==> src/rtl/duplicate_filter_flood_router_defines.svh <==
// Assertion macros for the flood router RTL.
`ifndef DUPLICATE_FILTER_FLOOD_ROUTER_DEFINES_SVH
`define DUPLICATE_FILTER_FLOOD_ROUTER_DEFINES_SVH

// Checked on every rising edge while out of reset.
`define DFR_ASSERT(lbl, clk, rst_n, prop) \
  lbl: assert property (@(posedge clk) disable iff (!rst_n) prop) \
    else $error("dfr assertion failed");

// Checked on every rising edge, reset included.
`define DFR_ASSERT_ALWAYS(lbl, clk, prop) \
  lbl: assert property (@(posedge clk) prop) \
    else $error("dfr assertion failed");

`endif

==> src/rtl/dfr_pkg.sv <==
// Types and constants for the duplicate filtering flood router.
package dfr_pkg;

  typedef enum logic [1:0] {
    DEC_LOCAL   = 2'd0,
    DEC_FORWARD = 2'd1,
    DEC_DROP    = 2'd2
  } decision_e;

  typedef enum logic {
    OP_ROUTE = 1'b0,
    OP_SWEEP = 1'b1
  } op_e;

  typedef enum logic [1:0] {
    ST_IDLE,
    ST_BUSY,
    ST_OUT
  } state_e;

  localparam logic        CFG_OUR_ADDR  = 1'b0;
  localparam logic        CFG_MAX_AGE   = 1'b1;
  localparam logic [31:0] BCAST_ADDR    = 32'hFFFF_FFFF;
  localparam logic [31:0] MAX_AGE_RESET = 32'd600;

  // Item traveling down the cell chain.
  typedef struct packed {
    logic        valid;
    op_e         op;
    logic [31:0] src;
    logic [31:0] num;
    logic [31:0] now;
    logic        hit;
  } token_t;

  // Cache entry written at the end of a route pass.
  typedef struct packed {
    logic [31:0] src;
    logic [31:0] num;
    logic [31:0] stamp;
  } entry_t;

endpackage

==> src/rtl/dfr_cell.sv <==
// One cache entry cell: match check, aging clear and token hand-off.
module dfr_cell
  import dfr_pkg::*;
(
  input  logic        clk_i,
  input  logic        rst_ni,
  input  token_t      tok_i,
  output token_t      tok_o,
  input  logic [31:0] max_age_i,
  input  logic        wr_en_i,
  input  entry_t      wr_i
);

  logic [31:0] src_q, num_q, stamp_q;
  token_t      tok_q, tok_d;
  logic        used, match, aged;
  logic [31:0] age;

  assign used  = (src_q != '0);
  assign match = tok_i.valid && (tok_i.op == OP_ROUTE) && used &&
                 (src_q == tok_i.src) && (num_q == tok_i.num);

  // age saturates at zero when time runs backwards
  assign age  = (tok_i.now > stamp_q) ? (tok_i.now - stamp_q) : '0;
  assign aged = tok_i.valid && (tok_i.op == OP_SWEEP) && used && (age > max_age_i);

  always_comb begin
    tok_d     = tok_i;
    tok_d.hit = tok_i.hit | match;
  end

  always_ff @(posedge clk_i or negedge rst_ni) begin
    if (!rst_ni) begin
      tok_q <= '0;
    end else begin
      tok_q <= tok_d;
    end
  end

  always_ff @(posedge clk_i or negedge rst_ni) begin
    if (!rst_ni) begin
      src_q <= '0;
    end else if (wr_en_i) begin
      src_q <= wr_i.src;
    end else if (aged) begin
      src_q <= '0;
    end
  end

  // an empty entry never matches and is never aged, so these need no clear
  always_ff @(posedge clk_i) begin
    if (wr_en_i) begin
      num_q   <= wr_i.num;
      stamp_q <= wr_i.stamp;
    end
  end

  assign tok_o = tok_q;

endmodule

==> config.mk <==
export PLATFORM = sky130hd
export DESIGN_NAME = dfr_cell
export DESIGN_NICKNAME = d
export VERILOG_FILES = /design/src/rtl/duplicate_filter_flood_router_defines.svh /design/src/rtl/dfr_pkg.sv /design/src/rtl/dfr_cell.sv
export SDC_FILE = /design/constraint.sdc
export NUM_CORES = 1
export LEC_CHECK = 0
export ABC_AREA = 1
export BUFFER_PORTS_ARGS = -buffer_cell sky130_fd_sc_hd__clkbuf_2
export CAP_MARGIN = 20
export CORE_ASPECT_RATIO = 0.7
export CORE_MARGIN = 2
export CORE_UTILIZATION = 46
export DETAILED_ROUTE_END_ITERATION = 10
export PLACE_DENSITY = 0.77
export REMOVE_ABC_BUFFERS = 1
export SLEW_MARGIN = 10
export SYNTH_ARGS = -nofsm -noshare
export SYNTH_HDL_FRONTEND = slang
export SYNTH_SLANG_ARGS = --single-unit
==> constraint.sdc <==
create_clock -name clk_i -period 3.1 [get_ports clk_i]
set_input_delay 0.155 -clock clk_i [delete_from_list [all_inputs] [get_ports clk_i]]
set_output_delay 0.155 -clock clk_i [all_outputs]
set_load 0.01 [all_outputs]
==> results.json <==
{
  "synth_top_flop_cell": "dfrtp_1",
  "ys_types": 34,
  "antenna_found_initial": 3,
  "final_antenna_net_count": 0,
  "switching_share_pct": 31.8,
  "placed_cell_area_um2": 13000,
  "post-route-drc-count": 0,
  "routedWlPerCell_um": 17.4,
  "peakVddDrop_uv": 418,
  "netlist_area_um2": 10100,
  "r2r-end": "src_q[12]",
  "grt_util_met3_pct": 5.54,
  "outcome": "finished with violations",
  "clk_pin_slew_worst_paths_ns": 0.08,
  "detailed_place_hpwl_mm": 23.6,
  "gr-usage-met1_pct": 40.8,
  "cts-root-buf": "clkbuf_16",
  "grt_pass1_wl_mm": 56.0,
  "routed_wl_mm": 36.6,
  "fin_crit_sh_pct": 114,
  "dp_cells": 1851,
  "drt_iter0_markers": 654,
  "overflow": 0,
  "cp_slowest_cell": "edfxtp_1",
  "vias": 10400,
  "grtUsageMet2_pct": 54.2,
  "nets": 2091,
  "async_flop_share_pct": 67.2,
  "grt_max_degree": 67,
  "crit_family": "simple AND/OR/NAND/NOR gates",
  "worst_pin_slew_ns": 1.40,
  "drv_cap": 0,
  "fp.dieW_um": 181,
  "die_area_um2": 23100,
  "core_area_um2": 21600,
  "rr_startpoint": "stamp_q[31]",
  "crit_path_frequent_cell": "nand2_2",
  "grt_use_total_pct": 31.4,
  "p_comb_share_pct": 30.5,
  "p_switching_w": 0.00231,
  "internal_power_w": 0.00496,
  "ys_warn_count": 0,
  "cp_data_arrival_time_ns": 3.92,
  "critPathLaunchType": "register",
  "numCtsBuffers": 17,
  "portBuffers": 328,
  "drtPass1Iterations": 5,
  "hp-class": "input port to register",
  "slew_viol_final": 0,
  "first_global_vias": 10700,
  "grt-busiest-layer": "met2",
  "via_per_inst": 4.98,
  "yosysSeqAreaShare_pct": 51.7,
  "final-setup-viol-count": 32,
  "cts.sinks": 195,
  "p_per_area_nw_per_um2": 447,
  "cts.path.max_buffers": 2,
  "fmax_mhz": 282,
  "crit_chain": "inv_2 > ha_4 > inv_4 > nor3_4 > nand2_2 > nor3_4 > buf_4 > nand2_2 > nand2_2 > nand2_4 > buf_12 > buf_12 > nor2_4 > ha_4 > nand4_1 > nor3_2 > buf_4 > buf_4 > a21oi_2 > nand2_2 > nand2_4 > buf_6 > nand3_2 > nand2_1",
  "syn_inst": 1119,
  "layout_min_cycle_time_ns": 3.54,
  "routabilityCongestion": 0.925,
  "p_leak_nw": 8.18,
  "r2r_slack_ns": -0.44,
  "path_depth": 24,
  "timing.critical_path.fanout_max": 8,
  "setup_tns_ns": -12.44,
  "finalCoreUtilization_pct": 75.4,
  "final.setup.worst_slack_ns": -0.441,
  "row_count": 45,
  "cp.required_ns": 3.48,
  "worst-path-buf-inv": 8,
  "critPathCapture": "src_q[12]",
  "ys_seq_elements": 195,
  "rsz0062_at_grt": "yes",
  "stdcell_area_um2": 16300,
  "io_pins": 329,
  "skew_ns": 0.0137,
  "slew_headroom_pct": 6.79,
  "syn_avg_cell_area_um2": 8.98,
  "crit_path_max_incr_delay_ns": 0.37,
  "worstSkewPairLatency_ns": 0.44,
  "layout-drive-gt1-share_pct": 36.4,
  "htreeDepth": 4,
  "hold_viol": 0,
  "startpoint": "stamp_q[31]",
  "synth_edf_count": 64,
  "p_clk_share_pct": 29.0,
  "failed_checks": "setup timing",
  "cts_tree": "done",
  "initial_core_util_pct": 46.6,
  "sequentialPowerShare_pct": 40.5,
  "critical_path_class": "register to register",
  "die_height_um": 128,
  "reg2reg_depth": 24,
  "final_cells": 2096,
  "crit_path_end_kind": "register",
  "area_growth_pct": 61.8
}
## cells in the final DEF, fill, tap and decap left out, drive strengths merged, types with 6 or more instances in the layout
cell type,instances
dlygate4sd3,196
nand2,267
buf,149
xnor2,43
dfrtp,131
or2,9
o21ai,28
nor3,21
clkinv,6
a21oi,54
edfxtp,64
nand4,22
ha,64
clkbuf,344
nor2,134
nand3,67
inv,173
xor2,15
## metal layers
metal,vias up,share of wire [%]
met4,0,2.3
met3,67,6.6
li1,4950,-
met5,-,0
met1,4949,42
met2,463,49
## power by group through the flow
stage | combinational [W] | clock, W | sequential, W
2_1_floorplan | 0.000872 | 0 | 0.00300
4_1_cts | 0.00206 | 0.00211 | 0.00293
5_1_grt | 0.00242 | 0.00224 | 0.00296
3_5_place_dp | 0.00174 | 0 | 0.00298
3_3_place_gp | 0.00170 | 0 | 0.00297
6_report | 0.00222 | 0.00210 | 0.00295
## cell usage after synthesis (5+ instances only)
| cell | number | share of area (%) |
|---|---|---|
| nand4_1 | 22 | 1.4 |
| dfrtp_1 | 131 | 33 |
| inv_1 | 165 | 6.2 |
| nand3_1 | 65 | 3.2 |
| xor2_1 | 15 | 1.3 |
| nor3_1 | 19 | 0.95 |
| edfxtp_1 | 64 | 19 |
| nor2_1 | 101 | 3.8 |
| nand2_1 | 259 | 9.7 |
| nand2_2 | 8 | 0.50 |
| ha_1 | 64 | 8.0 |
| nor2_2 | 31 | 1.9 |
| xnor2_1 | 43 | 3.7 |
| or2_2 | 9 | 0.56 |
| a21oi_1 | 54 | 2.7 |
| o21ai_0 | 25 | 1.2 |
| nand3b_1 | 5 | 0.37 |
## stage by stage
step | hold WS, ns | setup slack [ns] | power (W)
floorplan | -0.141 | -0.690 | 0.00387
global placement | 0.203 | -0.284 | 0.00467
detailed placement | 0.211 | -0.370 | 0.00472
CTS | 0.106 | -0.356 | 0.00710
global route | 0.134 | -0.575 | 0.00763
finish | 0.116 | -0.441 | 0.00726
## worst register-to-register path, cell delays in order (launching register included)
cell and delay (ns):
edfxtp_1 0.37, inv_2 0.05, ha_4 0.27, inv_4 0.04
nor3_4 0.21, nand2_2 0.13, nor3_4 0.22, buf_4 0.14
nand2_2 0.05, nand2_2 0.08, nand2_4 0.07, buf_12 0.15
buf_12 0.14, nor2_4 0.11, ha_4 0.20, nand4_1 0.11
nor3_2 0.05, buf_4 0.15, buf_4 0.13, a21oi_2 0.15
nand2_2 0.08, nand2_4 0.12, buf_6 0.18, nand3_2 0.10
nand2_1 0.15
## timing repair
item	in CTS	in global routing
hold buffers	196	0
setup endpoints to repair	32	32
cloned	2	0
endpoints found under the hold margin	259	0
resized for setup	49	91
buffers inserted	7	6
pin swaps	11	34
## cells by family (layout without fill, tap and decap cells)
group	count (synthesis)	in the layout	synth area share (%)
flip-flops	195	195	51.7
AO/OA/AOI/OAI	93	93	4.93
buffers and inverters	181	871	7.02
AND/OR/NAND/NOR	527	527	23.1
adder cells (fa/ha/maj)	65	65	8.16
XOR/XNOR	58	58	5.05
other	0	5	0
## worst min-delay path by stage
stage	slack (ns)	start	endpoint	depth (start not counted)
6_report	0.12	wr_en_i	src_q[5]	3
5_1_grt	0.13	wr_en_i	src_q[3]	3
4_1_cts	0.11	wr_en_i	src_q[12]	3
3_5_place_dp	0.21	rst_ni	tok_o[3]	1
3_3_place_gp	0.20	rst_ni	tok_o[2]	1
2_1_floorplan	-0.14	rst_ni	src_q[0]	0
## registers in the layout (all words and copies together), names as in the netlist
name     count
src_q       32
tok_o       99
num_q       32
stamp_q     32
## layout make-up
cell class	count	area, um^2
antenna	5	12.5
inverter	168	633
clock buffer	18	429
timing repair buffer	671	4790
fill	1425	5300
tap	282	353
multi-input combinational	743	4740
clock inverter	14	104
sequential	195	5200
Power figures use the tool's default switching activity.
